**src/design/pfg_pkg.sv**
```systemverilog
// ----------------------------------------------------------------------------
// pfg_pkg
// Shared types, codes and widths for the power channel fault guard.
// ----------------------------------------------------------------------------
`default_nettype none

package pfg_pkg;

   // Field widths
   localparam int SAMPLE_BITS    = 16;
   localparam int TIME_BITS      = 32;
   localparam int DUTY_BITS      = 32;
   localparam int CMD_BITS       = 2;
   localparam int CODE_BITS      = 3;
   localparam int NUM_CODES      = 5;
   localparam int TIMEOUT_BITS   = 12;
   localparam int RESP_BITS      = 2;
   localparam int PERIODS_BITS   = NUM_CODES * TIMEOUT_BITS;
   localparam int RESP_TBL_BITS  = NUM_CODES * RESP_BITS;

   // Configuration port
   localparam int CSR_INDEX_BITS = 3;
   localparam int CSR_DATA_BITS  = PERIODS_BITS;

   localparam logic [CSR_INDEX_BITS-1:0] REG_VOLT_HIGH     = 3'd0;
   localparam logic [CSR_INDEX_BITS-1:0] REG_VOLT_LOW      = 3'd1;
   localparam logic [CSR_INDEX_BITS-1:0] REG_CURR_HIGH     = 3'd2;
   localparam logic [CSR_INDEX_BITS-1:0] REG_CURR_LOW      = 3'd3;
   localparam logic [CSR_INDEX_BITS-1:0] REG_TIMEOUT_MASK  = 3'd4;
   localparam logic [CSR_INDEX_BITS-1:0] REG_TIMEOUT_PER   = 3'd5;
   localparam logic [CSR_INDEX_BITS-1:0] REG_RESPONSE      = 3'd6;

   // Fault codes
   localparam logic [CODE_BITS-1:0] CODE_OVER_V  = 3'd0;
   localparam logic [CODE_BITS-1:0] CODE_UNDER_V = 3'd1;
   localparam logic [CODE_BITS-1:0] CODE_OVER_I  = 3'd2;
   localparam logic [CODE_BITS-1:0] CODE_UNDER_I = 3'd3;
   localparam logic [CODE_BITS-1:0] CODE_NONE    = 3'd4;

   // Responses
   localparam logic [RESP_BITS-1:0] RESP_IGNORE  = 2'd0;
   localparam logic [RESP_BITS-1:0] RESP_WARN    = 2'd1;
   localparam logic [RESP_BITS-1:0] RESP_SHUTOFF = 2'd2;

   // Drive commands
   localparam logic [CMD_BITS-1:0] CMD_ON   = 2'd0;
   localparam logic [CMD_BITS-1:0] CMD_OFF  = 2'd1;
   localparam logic [CMD_BITS-1:0] CMD_PWM  = 2'd2;
   localparam logic [CMD_BITS-1:0] CMD_NONE = 2'd3;

   typedef struct packed {
      logic [SAMPLE_BITS-1:0]   volt_high;
      logic [SAMPLE_BITS-1:0]   volt_low;
      logic [SAMPLE_BITS-1:0]   curr_high;
      logic [SAMPLE_BITS-1:0]   curr_low;
      logic [NUM_CODES-1:0]     timeout_mask;
      logic [PERIODS_BITS-1:0]  timeout_periods;
      logic [RESP_TBL_BITS-1:0] response_table;
   } cfg_type;

   typedef struct packed {
      logic [SAMPLE_BITS-1:0] voltage_sample;
      logic [SAMPLE_BITS-1:0] current_sample;
      logic [TIME_BITS-1:0]   time_now;
      logic [CMD_BITS-1:0]    cmd_type;
      logic [DUTY_BITS-1:0]   pwm_duty;
   } item_type;

   typedef struct packed {
      logic [CODE_BITS-1:0] fault_code;
      logic                 fault_changed;
      logic                 log_request;
      logic                 drive_valid;
      logic [DUTY_BITS-1:0] drive_value;
   } result_type;

   // Response field of a code; codes outside the table read as ignore
   function automatic logic [RESP_BITS-1:0] response_of(
      input logic [RESP_TBL_BITS-1:0] table_bits,
      input logic [CODE_BITS-1:0]     code
   );
      logic [RESP_BITS-1:0] resp;
      begin
         case (code)
            CODE_OVER_V:  resp = table_bits[0*RESP_BITS +: RESP_BITS];
            CODE_UNDER_V: resp = table_bits[1*RESP_BITS +: RESP_BITS];
            CODE_OVER_I:  resp = table_bits[2*RESP_BITS +: RESP_BITS];
            CODE_UNDER_I: resp = table_bits[3*RESP_BITS +: RESP_BITS];
            CODE_NONE:    resp = table_bits[4*RESP_BITS +: RESP_BITS];
            default:      resp = RESP_IGNORE;
         endcase
         return resp;
      end
   endfunction

endpackage

`default_nettype wire

```
**src/design/power_channel_fault_guard.sv**
```systemverilog
// ----------------------------------------------------------------------------
// power_channel_fault_guard
// Fault guard for one power output channel: limit checks, latched fault
// with timeout clearing, log request and drive output selection.
// ----------------------------------------------------------------------------
// An item loads the input register at the req transfer and moves into the result
//   register (rsp_tvalid) once that is empty or being taken; one evaluation stage.
// Throughput: one item per cycle, limited only by the rsp side taking results.
// Reset (synchronous, active high): both channels empty, fault = none,
//   fault time = 0, high limits all ones, other config zero; data not reset.
// csr_ready is always high; writes take effect at the next edge.
`default_nettype none

module power_channel_fault_guard (
   input  wire logic        clock,
   input  wire logic        reset,

   input  wire logic        req_tvalid,
   output logic             req_tready,
   // [15:0] voltage_sample, [31:16] current_sample, [63:32] time_now,
   // [95:64] pwm_duty
   input  wire logic [95:0] req_tdata,
   // [1:0] cmd_type
   input  wire logic [pfg_pkg::CMD_BITS-1:0] req_tuser,

   output logic             rsp_tvalid,
   input  wire logic        rsp_tready,
   // [2:0] fault_code, [3] fault_changed, [4] log_request, [36:5] drive_value,
   // [39:37] zero
   output logic [39:0]      rsp_tdata,
   // [0] drive_valid
   output logic             rsp_tuser,

   input  wire logic        csr_valid,
   output logic             csr_ready,
   input  wire logic [pfg_pkg::CSR_INDEX_BITS-1:0] csr_index,
   input  wire logic [pfg_pkg::CSR_DATA_BITS-1:0]  csr_data
);

   localparam int SB = pfg_pkg::SAMPLE_BITS;

   // Configuration registers
   pfg_pkg::cfg_type cfg_ff, cfg_in;

   // Input register
   logic              in_valid_ff, in_valid_in;
   pfg_pkg::item_type in_item_ff, in_item_in;

   // Result register
   logic                rsp_valid_ff, rsp_valid_in;
   pfg_pkg::result_type rsp_result_ff, rsp_result_in;

   // Latched fault state
   logic [pfg_pkg::CODE_BITS-1:0] fault_ff, fault_in;
   logic [pfg_pkg::TIME_BITS-1:0] fault_time_ff, fault_time_in;

   pfg_pkg::result_type           eval_result;
   logic [pfg_pkg::CODE_BITS-1:0] eval_fault;
   logic [pfg_pkg::TIME_BITS-1:0] eval_time;

   logic req_xfer;
   logic advance;   // input register moves into the result register

   assign csr_ready  = 1'b1;
   assign advance    = in_valid_ff && (!rsp_valid_ff || rsp_tready);
   assign req_tready = !in_valid_ff || advance;
   assign req_xfer   = req_tvalid && req_tready;

   // ---------------------------------------------------------------- config
   always_comb begin
      cfg_in = cfg_ff;
      if (csr_valid && csr_ready) begin
         case (csr_index)
            pfg_pkg::REG_VOLT_HIGH:    cfg_in.volt_high = csr_data[SB-1:0];
            pfg_pkg::REG_VOLT_LOW:     cfg_in.volt_low  = csr_data[SB-1:0];
            pfg_pkg::REG_CURR_HIGH:    cfg_in.curr_high = csr_data[SB-1:0];
            pfg_pkg::REG_CURR_LOW:     cfg_in.curr_low  = csr_data[SB-1:0];
            pfg_pkg::REG_TIMEOUT_MASK:
               cfg_in.timeout_mask = csr_data[pfg_pkg::NUM_CODES-1:0];
            pfg_pkg::REG_TIMEOUT_PER:
               cfg_in.timeout_periods = csr_data[pfg_pkg::PERIODS_BITS-1:0];
            pfg_pkg::REG_RESPONSE:
               cfg_in.response_table = csr_data[pfg_pkg::RESP_TBL_BITS-1:0];
            default: ;  // unknown index: dropped
         endcase
      end
   end

   // ---------------------------------------------------------- input stage
   always_comb begin
      in_item_in.voltage_sample = req_tdata[15:0];
      in_item_in.current_sample = req_tdata[31:16];
      in_item_in.time_now       = req_tdata[63:32];
      in_item_in.pwm_duty       = req_tdata[95:64];
      in_item_in.cmd_type       = req_tuser;

      if (req_xfer) begin
         in_valid_in = 1'b1;
      end else if (advance) begin
         in_valid_in = 1'b0;
      end else begin
         in_valid_in = in_valid_ff;
      end
   end

   // ------------------------------------------------------------ evaluation
   pfg_eval u_eval (
      .cfg             (cfg_ff),
      .item            (in_item_ff),
      .fault_cur       (fault_ff),
      .fault_time_cur  (fault_time_ff),
      .result          (eval_result),
      .fault_next      (eval_fault),
      .fault_time_next (eval_time)
   );

   // State and result register load only when the item actually advances
   always_comb begin
      fault_in      = advance ? eval_fault : fault_ff;
      fault_time_in = advance ? eval_time  : fault_time_ff;
      rsp_result_in = advance ? eval_result : rsp_result_ff;
      if (advance) begin
         rsp_valid_in = 1'b1;
      end else if (rsp_tready) begin
         rsp_valid_in = 1'b0;
      end else begin
         rsp_valid_in = rsp_valid_ff;
      end
   end

   // ------------------------------------------------------------- registers
   always_ff @(posedge clock) begin
      if (reset) begin
         cfg_ff.volt_high       <= '1;
         cfg_ff.volt_low        <= '0;
         cfg_ff.curr_high       <= '1;
         cfg_ff.curr_low        <= '0;
         cfg_ff.timeout_mask    <= '0;
         cfg_ff.timeout_periods <= '0;
         cfg_ff.response_table  <= '0;
         in_valid_ff            <= 1'b0;
         rsp_valid_ff           <= 1'b0;
         fault_ff               <= pfg_pkg::CODE_NONE;
         fault_time_ff          <= '0;
      end else begin
         cfg_ff        <= cfg_in;
         in_valid_ff   <= in_valid_in;
         rsp_valid_ff  <= rsp_valid_in;
         fault_ff      <= fault_in;
         fault_time_ff <= fault_time_in;
      end
   end

   always_ff @(posedge clock) begin
      in_item_ff    <= req_xfer ? in_item_in : in_item_ff;
      rsp_result_ff <= rsp_result_in;
   end

   // --------------------------------------------------------------- outputs
   assign rsp_tvalid = rsp_valid_ff;
   assign rsp_tdata  = {3'b000,
                        rsp_result_ff.drive_value,
                        rsp_result_ff.log_request,
                        rsp_result_ff.fault_changed,
                        rsp_result_ff.fault_code};
   assign rsp_tuser  = rsp_result_ff.drive_valid;

`ifndef SYNTHESIS
   // A log request only ever comes with a change
   a_log_needs_change: assert property (@(posedge clock) disable iff (reset)
      rsp_valid_ff |-> (!rsp_result_ff.log_request || rsp_result_ff.fault_changed))
      else $error("log_request without fault_changed");

   // A fault found in the sample is latched with that sample's time
   a_fault_stamped: assert property (@(posedge clock) disable iff (reset)
      (advance && eval_fault != pfg_pkg::CODE_NONE && eval_result.fault_changed)
      |=> (fault_time_ff == $past(in_item_ff.time_now)))
      else $error("latched fault not stamped with sample time");

   // No change means the latched state is left alone
   a_state_hold: assert property (@(posedge clock) disable iff (reset)
      (advance && !eval_result.fault_changed)
      |=> ($stable(fault_ff) && $stable(fault_time_ff)))
      else $error("fault state moved without a change");

   // State only moves when an item advances
   a_state_only_on_advance: assert property (@(posedge clock) disable iff (reset)
      !advance |=> ($stable(fault_ff) && $stable(fault_time_ff)))
      else $error("fault state moved without an item");

   // Latched shutoff fault forces the drive off
   a_shutoff_drive: assert property (@(posedge clock) disable iff (reset)
      (advance && eval_fault != pfg_pkg::CODE_NONE &&
       pfg_pkg::response_of(cfg_ff.response_table, eval_fault) == pfg_pkg::RESP_SHUTOFF)
      |=> (rsp_result_ff.drive_valid && rsp_result_ff.drive_value == '0))
      else $error("shutoff fault did not force drive off");
`endif

endmodule

`default_nettype wire

```
**src/design/pfg_eval.sv**
```systemverilog
// ----------------------------------------------------------------------------
// pfg_eval
// Per-sample fault classification, timeout clearing and drive selection.
// ----------------------------------------------------------------------------
`default_nettype none

module pfg_eval (
   input  wire pfg_pkg::cfg_type                    cfg,
   input  wire pfg_pkg::item_type                   item,
   input  wire logic [pfg_pkg::CODE_BITS-1:0]       fault_cur,
   input  wire logic [pfg_pkg::TIME_BITS-1:0]       fault_time_cur,
   output pfg_pkg::result_type                      result,
   output logic [pfg_pkg::CODE_BITS-1:0]            fault_next,
   output logic [pfg_pkg::TIME_BITS-1:0]            fault_time_next
);

   logic [pfg_pkg::CODE_BITS-1:0]    found;
   logic                             tmo_en;
   logic [pfg_pkg::TIMEOUT_BITS-1:0] period;
   logic [pfg_pkg::TIME_BITS-1:0]    elapsed;
   logic                             expired;
   logic                             changed;
   logic [pfg_pkg::RESP_BITS-1:0]    resp;

   // Priority: under-V, over-V, under-I, over-I
   always_comb begin
      if (item.voltage_sample < cfg.volt_low) begin
         found = pfg_pkg::CODE_UNDER_V;
      end else if (item.voltage_sample > cfg.volt_high) begin
         found = pfg_pkg::CODE_OVER_V;
      end else if (item.current_sample < cfg.curr_low) begin
         found = pfg_pkg::CODE_UNDER_I;
      end else if (item.current_sample > cfg.curr_high) begin
         found = pfg_pkg::CODE_OVER_I;
      end else begin
         found = pfg_pkg::CODE_NONE;
      end
   end

   always_comb begin
      case (fault_cur)
         pfg_pkg::CODE_OVER_V,
         pfg_pkg::CODE_UNDER_V,
         pfg_pkg::CODE_OVER_I,
         pfg_pkg::CODE_UNDER_I,
         pfg_pkg::CODE_NONE: begin
            tmo_en = cfg.timeout_mask[fault_cur];
            period = cfg.timeout_periods[fault_cur * pfg_pkg::TIMEOUT_BITS +:
                                         pfg_pkg::TIMEOUT_BITS];
         end
         default: begin
            tmo_en = 1'b0;
            period = '0;
         end
      endcase
   end

   // Elapsed ticks wrap modulo 2^32
   assign elapsed = item.time_now - fault_time_cur;
   assign expired = tmo_en &&
                    (elapsed > {{(pfg_pkg::TIME_BITS-pfg_pkg::TIMEOUT_BITS){1'b0}}, period});

   always_comb begin
      if (found != pfg_pkg::CODE_NONE) begin
         fault_next = found;
         changed    = 1'b1;
      end else if (expired) begin
         fault_next = pfg_pkg::CODE_NONE;
         changed    = 1'b1;
      end else begin
         fault_next = fault_cur;
         changed    = 1'b0;
      end
      fault_time_next = changed ? item.time_now : fault_time_cur;
   end

   assign resp = pfg_pkg::response_of(cfg.response_table, fault_next);

   always_comb begin
      result.fault_code    = fault_next;
      result.fault_changed = changed;
      result.log_request   = changed &&
                             (resp == pfg_pkg::RESP_WARN || resp == pfg_pkg::RESP_SHUTOFF);
      if (fault_next != pfg_pkg::CODE_NONE && resp == pfg_pkg::RESP_SHUTOFF) begin
         result.drive_valid = 1'b1;
         result.drive_value = '0;
      end else begin
         case (item.cmd_type)
            pfg_pkg::CMD_ON: begin
               result.drive_valid = 1'b1;
               result.drive_value = '1;
            end
            pfg_pkg::CMD_OFF: begin
               result.drive_valid = 1'b1;
               result.drive_value = '0;
            end
            pfg_pkg::CMD_PWM: begin
               result.drive_valid = 1'b1;
               result.drive_value = item.pwm_duty;
            end
            default: begin
               result.drive_valid = 1'b0;
               result.drive_value = '0;
            end
         endcase
      end
   end

endmodule

`default_nettype wire

```
**config.mk**
```make
export PLATFORM = sky130hd
export DESIGN_NAME = power_channel_fault_guard
export DESIGN_NICKNAME = d
export VERILOG_FILES = /design/src/design/pfg_pkg.sv /design/src/design/power_channel_fault_guard.sv /design/src/design/pfg_eval.sv
export SDC_FILE = /design/constraint.sdc
export NUM_CORES = 1
export LEC_CHECK = 0
export BUFFER_PORTS_ARGS = -buffer_cell sky130_fd_sc_hd__buf_4
export CAP_MARGIN = 20
export CORE_ASPECT_RATIO = 0.75
export CORE_MARGIN = 2
export CORE_UTILIZATION = 45
export DETAILED_ROUTE_END_ITERATION = 8
export MAX_ROUTING_LAYER = met4
export PLACE_DENSITY = 0.71
export SLEW_MARGIN = 20
export SYNTH_ARGS = -nofsm -noshare
export SYNTH_HDL_FRONTEND = slang
export SYNTH_HIERARCHICAL = 1
export SYNTH_SLANG_ARGS = --single-unit
```
**constraint.sdc**
```tcl
create_clock -name clock -period 16.58 [get_ports clock]
set_clock_uncertainty 0.1 [all_clocks]
set_input_delay 0.829 -clock clock [delete_from_list [all_inputs] [get_ports clock]]
set_output_delay 0.829 -clock clock [all_outputs]
set_load 0.01 [all_outputs]
```
Word-level counts from Yosys, hierarchy flattened
Cells that the tools add are included.

word-level totals
  bits in registers = 312
  word-level logic and storage cells = 93

cells by class
  eq/ne operators = 20
  $lt $le $gt $ge = 6
  reductions and logical operators = 25
  multiply operators = 1
  mux-type cells = 18
  shift-type cells = 1
  $add $sub $neg = 1

operators by type and width
  operator               count
  $pmux W33 S3           1
  $shiftx A60 B8 Y12     1
  $gt A16 B16 Y1         2
  $gt A32 B12 Y1         1
  $lt A16 B16 Y1         2
  $sub A32 B32 Y32       1
  $eq A3 B2 Y1 const B   6
  $mux W3                6
  $reduce_and A2 Y1      8
  $eq A3 B3 Y1 const B   5
  $mux W12               1
  $pmux W2 S5            1
  $eq A3 B1 Y1 const B   3
  $logic_not A3 Y1       3
  $mux W1                8
  $ne A3 B3 Y1 const B   2
  $logic_and A1 B1 Y1    5
  $mul A3 B2 Y5 const B  1
  $reduce_or A5 Y1       1
  $eq A2 B1 Y1 const B   2
  $eq A2 B2 Y1 const B   2
  $lt A3 B4 Y1 const B   1
  $reduce_bool A2 Y1     2
  $bmux W1 S3            1
  3 further kinds        6

Logic depth before layout (Yosys ltp)
Gate-level depths: netlist of the first run.

  word-level depth = 12
  mapped depth = 26

By module
The synthesis of the first run kept the hierarchy.

modules (own cells, without submodules)
  module                     seq. area each (um^2)  times used  cells an instance  area an instance (um^2)
  power_channel_fault_guard  7607.3                 1           900                10752.8
  pfg_eval                   0.0                    1           912                6170.9

Worst setup path after synthesis of the first run
No wires, ideal clock.

  path kind = input-to-reg
  start = input port rsp_tready
  end = register in_item_ff[0] (netlist bit) (enable)
  path slack = 10.237 ns
  data required time = 15.893 ns
  arrival time = 5.656 ns
  buffers on the path = 0
  cell stages on the path = 2
  cells stage by stage = nor2b_1 a21oi_1

between the ends
  word-level cells in the longest chain between the ends = 4

RTL lines
  what                  RTL line                          source
  from (decl)           power_channel_fault_guard.sv:27   input wire logic rsp_tready,
  $logic_or A1 B1 Y1    power_channel_fault_guard.sv:65   assign advance = in_valid_ff && (!rsp_valid_ff || rsp_tready);
  $logic_and A1 B1 Y1   power_channel_fault_guard.sv:65
  $logic_or A1 B1 Y1    power_channel_fault_guard.sv:66   assign req_tready = !in_valid_ff || advance;
  $logic_and A1 B1 Y1   power_channel_fault_guard.sv:67   assign req_xfer = req_tvalid && req_tready;
  to (signal assigned)  power_channel_fault_guard.sv:155  in_item_ff <= req_xfer ? in_item_in : in_item_ff;
  to (decl)             power_channel_fault_guard.sv:47   pfg_pkg::item_type in_item_ff, in_item_in;

Every way passes these cells.
A chain may end at the register's enable or synchronous reset.

Final worst setup path of the first run
  start = register in_item_ff[37] (netlist bit)
  end = register rsp_result_ff, in the netlist rsp_tdata[6], data pin

between the ends
  word-level cells in the longest chain between the ends = 9
  elaborated cells between the ends (all ways) = 14
  those cells by class = 1 x add/sub; 1 x order compare; 6 x eq/ne; 3 x mux; 3 x reduce/logical

RTL lines
  what                                        RTL line                          source
  $sub A32 B32 Y32 (*)                        pfg_eval.sv:59                    assign elapsed = item.time_now - fault_time_cur;
  $gt A32 B12 Y1 (*)                          pfg_eval.sv:61                    (elapsed > {{(pfg_pkg::TIME_BITS-pfg_pkg::TIMEOUT_BITS){1'b0}}, period});
  $logic_and A1 B1 Y1 (*)                     pfg_eval.sv:60                    assign expired = tmo_en &&
  $mux W3 (*)                                 pfg_eval.sv:67                    end else if (expired) begin
  $mux W3 (*)                                 pfg_eval.sv:64                    if (found != pfg_pkg::CODE_NONE) begin
  $eq A3 B3 Y1, or another cell as far along  pfg_pkg.sv:84                     case (code)
  $pmux W2 S5                                 pfg_pkg.sv:84
  $eq A2 B2 Y1                                pfg_eval.sv:84                    if (fault_next != pfg_pkg::CODE_NONE && resp == pfg_pkg::RESP_SHUTOFF) begin
  $logic_and A1 B1 Y1 (*)                     pfg_eval.sv:84
  to (signal assigned)                        power_channel_fault_guard.sv:156  rsp_result_ff <= rsp_result_in;
  to (decl)                                   power_channel_fault_guard.sv:51   pfg_pkg::result_type rsp_result_ff, rsp_result_in;

Mark *: on every way between the ends. The rest lies on a longest branch, timed or not.

==> impl_metrics.yaml, run 1 <==
power:
  vdd.ir_drop.worst_v: 0.0000845
  power.density_cell_area_nw_per_um2: 96.8
  cellLeakagePower_nw: 7.51
  total_power_mw: 1.90
drt:
  wl_per_cell_um: 18.2
  drcViolationCount: 0
  detailroute.via_count: 13700
  avgViaCountPerCell: 5.50
  first_pass_iters: 5
  postRouteAntennaNets: 0
  routed_wirelength_um: 45300
  drt_first_iter_violations: 972
floorplanning:
  die_h_um: 172
  floorplan.initialDensity: 0.456
  io_pins: 210
  dieArea_sq_um: 39200
  placementRows: 61
  chipWidth_um: 228
  core_area_sq_um: 37100
timing:
  final.min_clock_period_ns: 6.62
  layout_worst_path_cycle_share: 0.399
  setup_total_negative_slack_ns: 0
  max-slew-margin-rel: 0.275
  finalSetupViolCount: 0
  maxSlewViolCount: 0
  worst_pin_slew_ns: 1.09
  rsz0062_at_grt: "false"
  final-hold-violation-count: 0
  max_freq_mhz: 151
logic_synthesis:
  synth.most_common_cell: "sky130_fd_sc_hd__nand2_1"
  synth_largest_area_cell: "sky130_fd_sc_hd__edfxtp_1"
  synth.top_cells.by_area: "sky130_fd_sc_hd__edfxtp_1, sky130_fd_sc_hd__dfxtp_1, sky130_fd_sc_hd__ha_1"
  post_synth_instance_area_sq_um: 16900
  synth_enable_flop_cells: 136
  yosys_register_bits: 312
  seq_area_frac_synth: 0.450
  ys_warn_count: 6
  synth_top_cells_by_count: "sky130_fd_sc_hd__nand2_1, sky130_fd_sc_hd__dfxtp_1, sky130_fd_sc_hd__a21oi_1"
  post_synth_inst_count: 1812
  synth_area_per_cell_sq_um: 9.34
  yosys.area.top_type_share: 0.241
  synthDistinctLibCells: 87
  postSynth.asyncResetShare: 0
  synth_ff_type: "sky130_fd_sc_hd__dfxtp_1"
grt:
  grt_start_max_net_pins: 145
  first_global_vias: 13000
  grt_pass1_wl_um: 70000
  gr-usage-all-layers: 0.231
  number_of_antenna_violations_at_the_first_check_in_global_routing: 0
  grt_overflow: 0
placed_design:
  portBuffers: 205
  placement.cell_area_sq_um: 18600
  placer_s_final_routability_congestion_estimate: 0.939
  place.detailed.hpwl_um: 33700
cells_and_area:
  drive_above_1_share: 0.176
  final_cell_area_sq_um: 19600
  area_used_by_sequential_logic_in_the_layout_sq_um: 7610
  synthToLayoutAreaGrowth_pct: 16.0
  insertedDiodeCount: 0
  layout.nets: 2228
  multi_input_area_sq_um: 8280
  finalCoreUtilization: 0.529
  n_fill_cell: 3418
status:
  run_status: "completed"
worst_setup_path:
  worstPathMaxFanout: 33
  worst_endpoint_required_time_ns: 16.74
  setup.worst_path.start_class: "flip-flop"
  critPathArrivalTime_ns: 6.78
  cp-end-kind: "flip-flop"
  path_class: "reg2reg"
cts:
  post-cts-setup-buffers: 0
  clockBufferDepth: 3
  clock_tree_from_tritoncts: "yes"
  htree_num_levels: 2
  cts_sinks: 312
  cts-buffers-inserted: 34
  holdBufCountCts: 0
  clock_tree.root_cell: "sky130_fd_sc_hd__clkbuf_16"
  cts_resized: 0
  clkSlewWorstSetupHoldPaths_ns: 0.06
  clock_insertion_delay_worst_skew_ns: 0.54
worst_hold_path:
  hold_class: "reg2reg"
run:
  max-cap-violations: 0
worst max-delay path: stages, from the launching register on:
cell	delay (ns)
sky130_fd_sc_hd__edfxtp_1	0.39
sky130_fd_sc_hd__ha_1	0.38
sky130_fd_sc_hd__a21o_1	0.20
sky130_fd_sc_hd__a21oi_1	0.27
sky130_fd_sc_hd__nand2_1	0.15
sky130_fd_sc_hd__a31oi_1	0.29
sky130_fd_sc_hd__o21bai_1	0.11
sky130_fd_sc_hd__a21oi_1	0.19
sky130_fd_sc_hd__xnor2_1	0.11
sky130_fd_sc_hd__ha_1	0.31
sky130_fd_sc_hd__nand2_1	0.07
sky130_fd_sc_hd__or4_1	0.50
sky130_fd_sc_hd__o311a_1	0.17
sky130_fd_sc_hd__nor4_1	0.37
sky130_fd_sc_hd__nand4b_1	0.13
sky130_fd_sc_hd__or4_1	0.50
sky130_fd_sc_hd__nor4_2	0.34
sky130_fd_sc_hd__nor2_1	0.19
sky130_fd_sc_hd__mux2_2	0.32
sky130_fd_sc_hd__a211oi_1	0.26
sky130_fd_sc_hd__ha_1	0.20
sky130_fd_sc_hd__inv_1	0.06
sky130_fd_sc_hd__a31oi_4	0.12
sky130_fd_sc_hd__buf_4	0.46
sky130_fd_sc_hd__nor3_1	0.11
final cells by class:
type                            count  area share
Inverter                          106      0.0203
Sequential cell                   312       0.388
Tap cell                          504      0.0321
Multi-Input combinational cell   1283       0.422
Timing Repair Buffer              218      0.0836
Clock buffer                       48      0.0492
Clock inverter                     14     0.00548
through the flow:
step                std cells  hold WS, ns  setup WS [ns]
floorplan                1814        0.332          10.24
finish                   2485        0.355           9.96
detailed placement       2423        0.344          10.06
CTS                      2485        0.343          10.05
global route             2485        0.347           9.45
global placement         2423        0.338          10.44
where the power goes:
part | internal (mW) | leakage (nW) | switching, mW | total (mW)
clock network | 0.412 | 0.520 | 0.317 | 0.729
registers | 0.838 | 2.74 | 0.0200 | 0.858
logic | 0.127 | 4.25 | 0.186 | 0.313
total | 1.38 | 7.51 | 0.523 | 1.90
layout by cell type, fill, tap and decap left out, drive strengths merged, types with 7 or more instances in the layout:
cell type	instances
nand2	292
buf	218
a21oi	196
dfxtp	176
edfxtp	136
inv	107
ha	106
o21ai	105
nor3	83
nand2b	75
mux2i	70
nor2	64
clkbuf	48
nor2b	44
nand4	29
a21o	24
o211ai	18
nand3	14
a211oi	11
o21a	10
clkinv	9
nor4	8
nand4b	7
xnor2	7
sequential cells by signal, indices dropped and copies added (netlist names):
register,flops
cfg_ff,139
fault_ff,3
fault_time_ff,32
in_item_ff,98
in_valid_ff,1
rsp_tdata,37
rsp_tuser,1
rsp_tvalid,1
kinds of logic after synthesis:
kind of cell | Yosys count | synth area share
AOI/OAI and AO/OA | 432 | 0.158
xor gates and xnor gates | 12 | 0.00621
adders and majority gates | 107 | 0.0796
buffers and inverters | 219 | 0.0633
DFF | 312 | 0.450
muxes | 77 | 0.0467
other | 2 | 0.000444
and+or+nand+nor | 651 | 0.196
routing by layer:
layer / track usage / up-vias / routed length, um
met5: - / - / 0
met4: 0.0571 / 0 / 971
met3: 0.0389 / 74 / 3150
met2: 0.356 / 428 / 20000
li1: - / 6704 / -
met1: 0.318 / 6453 / 21200
worst paths after layout:
| kind | startpoint | to | slack [ns] | cells past startpoint |
|---|---|---|---|---|
| max | in_item_ff[37]$_DFFE_PP_ | rsp_tdata[6]$_DFFE_PP_ | 9.96 | 24 |
| min | cfg_ff[37]$_SDFFE_PP0P_ | cfg_ff[37]$_SDFFE_PP0P_ | 0.36 | 2 |
| max reg2reg | in_item_ff[37]$_DFFE_PP_ | rsp_tdata[6]$_DFFE_PP_ | 9.96 | 24 |
| min reg2reg | cfg_ff[37]$_SDFFE_PP0P_ | cfg_ff[37]$_SDFFE_PP0P_ | 0.36 | 2 |
Note: power is estimated with default switching activity, not from simulation.
==> inputs of run 2 (changes only) <==
PLACE_DENSITY = 0.74   (was 0.71)
clock period = 5.8 ns   (was 16.58 ns; I/O delays follow)
==> run 2 against run 1 <==
Effect of this change: hold slack lost 0.26 ns; largest cell class unchanged; power increased to 2.9 times the previous value; critical path depth increased by 2; wire length up 6.2%; maximum frequency up 16%.
==> impl_metrics.yaml, run 2 (same netlist as run 1, synthesis figures left out) <==
timing:
  layout_worst_path_cycle_share: 0.987
  finalSetupViolCount: 0
  rsz0062_at_grt: "true"
  final-hold-violation-count: 0
  maxSlewViolCount: 0
  final.min_clock_period_ns: 5.72
  fin_ws_ns: 0.0770
  worst_pin_slew_ns: 1.05
  max-slew-margin-rel: 0.281
  max_freq_mhz: 175
  setup_total_negative_slack_ns: 0
power:
  power_switching_mw: 1.48
  netSwitchingFraction: 0.274
  power.combinational.fraction: 0.191
  vdd.ir_drop.worst_v: 0.000229
  power_frac_seq: 0.452
  p_clk_frac: 0.358
  total_power_mw: 5.42
  power.density_cell_area_nw_per_um2: 251
  intPower_mw: 3.94
  cellLeakagePower_nw: 8.34
drt:
  drt_first_iter_violations: 1125
  wl_per_cell_um: 18.0
  detailroute.via_count: 14500
  avgViaCountPerCell: 5.42
  routed_wirelength_um: 48200
  postRouteAntennaNets: 0
  drcViolationCount: 0
  first_pass_iters: 7
grt:
  grt_pass1_wl_um: 74600
  first_global_vias: 14000
  gr-usage-all-layers: 0.245
  number_of_antenna_violations_at_the_first_check_in_global_routing: 2
  grt_start_max_net_pins: 159
  grt_overflow: 0
cts:
  clock_tree_from_tritoncts: "yes"
  cts-buffers-inserted: 31
  clock_insertion_delay_worst_skew_ns: 0.59
  clockBufferDepth: 3
  clkSlewWorstSetupHoldPaths_ns: 0.06
  htree_num_levels: 1
  cts_sinks: 312
  clock_tree.root_cell: "sky130_fd_sc_hd__clkbuf_16"
floorplanning:
  die_h_um: 172
  dieArea_sq_um: 39200
  core_area_sq_um: 37100
  chipWidth_um: 228
  io_pins: 210
  floorplan.initialDensity: 0.456
  placementRows: 61
cells_and_area:
  largest-register: "cfg_ff"
  synthToLayoutAreaGrowth_pct: 27.5
  largest_register_ff_count: 139
  layout.nets: 2416
  layout_common_cells: "sky130_fd_sc_hd__nand2_1, sky130_fd_sc_hd__buf_4, sky130_fd_sc_hd__dfxtp_1, sky130_fd_sc_hd__a21oi_1, sky130_fd_sc_hd__dlygate4sd3_1"
  drive_above_1_share: 0.182
  layout.cells.most_common: "sky130_fd_sc_hd__nand2_1"
  final_cell_count_no_fill: 2675
placed_design:
  place.detailed.hpwl_um: 33300
  portBuffers: 205
  placer_s_final_routability_congestion_estimate: 0.966
  numPlacedInstances: 2444
  dp_worst_setup_slack_ns: -0.149
worst_setup_path:
  critPathArrivalTime_ns: 5.93
  worst_endpoint_required_time_ns: 6.01
  worstPathMaxFanout: 6
  path_class: "reg2reg"
  critPathSlowestCell: "sky130_fd_sc_hd__or4_4"
  max_stage_delay_ns: 0.44
  cp_num_buf_inv: 6
  cp-end-kind: "flip-flop"
  critical_path.top_delay_family: "compound AO/OA/AOI/OAI gates"
  setup.worst_path.start_class: "flip-flop"
  crit_path_frequent_cell: "sky130_fd_sc_hd__a21o_1"
worst_hold_path:
  hold_class: "in2reg"
run:
  max-cap-violations: 0
status:
  run_status: "completed"
[run 2: tightest hold or removal path, delay by kind of cell]
family | cells | cell delay [ns]
and+or+nand+nor | 2 | 0.18
muxes | 1 | 0.13
buffers and inverters | 1 | 0.15
[run 2: final timing paths]
kind                                                from                 endpoint  slack [ns]  cells past startpoint
worst min-delay path                        csr_index[1]  cfg_ff[73]$_SDFFE_PP0P_        0.10                      4
worst max-delay path            in_item_ff[34]$_DFFE_PP_      rsp_tuser$_DFFE_PP_        0.08                     26
worst max register to register  in_item_ff[34]$_DFFE_PP_      rsp_tuser$_DFFE_PP_        0.08                     26
worst min register to register   cfg_ff[82]$_SDFFE_PP0P_  cfg_ff[82]$_SDFFE_PP0P_        0.36                      2
[run 2: power by group through the flow]
stage               combinational, mW  clock, mW  sequential, mW
CTS                              1.00       1.97            2.45
finish                           1.04       1.94            2.45
global placement                0.888          0            2.49
detailed placement              0.906          0            2.49
floorplan                       0.605          0            2.48
global route                     1.13       2.07            2.46
[run 2: through the flow]
stage           util  instance area [sq um]  hold WS (ns)
6_report       0.582                  21600         0.100
5_1_grt        0.582                  21600         0.129
4_1_cts        0.575                  21300        0.0616
3_5_place_dp   0.505                  18700         0.346
3_3_place_gp   0.505                  18700         0.341
2_1_floorplan      -                  16900         0.289
[run 2: metal layers]
layer	share of wire	vias to the layer above	GRT usage	wire (um)
met1	0.46	6894	0.328	22300
met4	0.020	0	0.0580	966
met3	0.056	73	0.0391	2700
met2	0.46	435	0.390	22200
li1	-	7086	-	-
met5	0	-	-	0
[run 2: layout make-up]
class                           instances  area [sq um]
Antenna cell                            3          7.51
Clock buffer                           49           912
Clock inverter                          9          51.3
Fill cell                            3161         15500
Inverter                              106           398
Multi-Input combinational cell       1283          8380
Sequential cell                       312          7610
Tap cell                              504           631
Timing Repair Buffer                  409          3580
[run 2: repair_timing]
action,CTS,global route
pin swaps,1,23
setup endpoints to repair,33,33
hold endpoints to repair,225,0
gates cloned,0,4
hold buffers,160,0
resized for setup,3,28
setup buffers,1,5
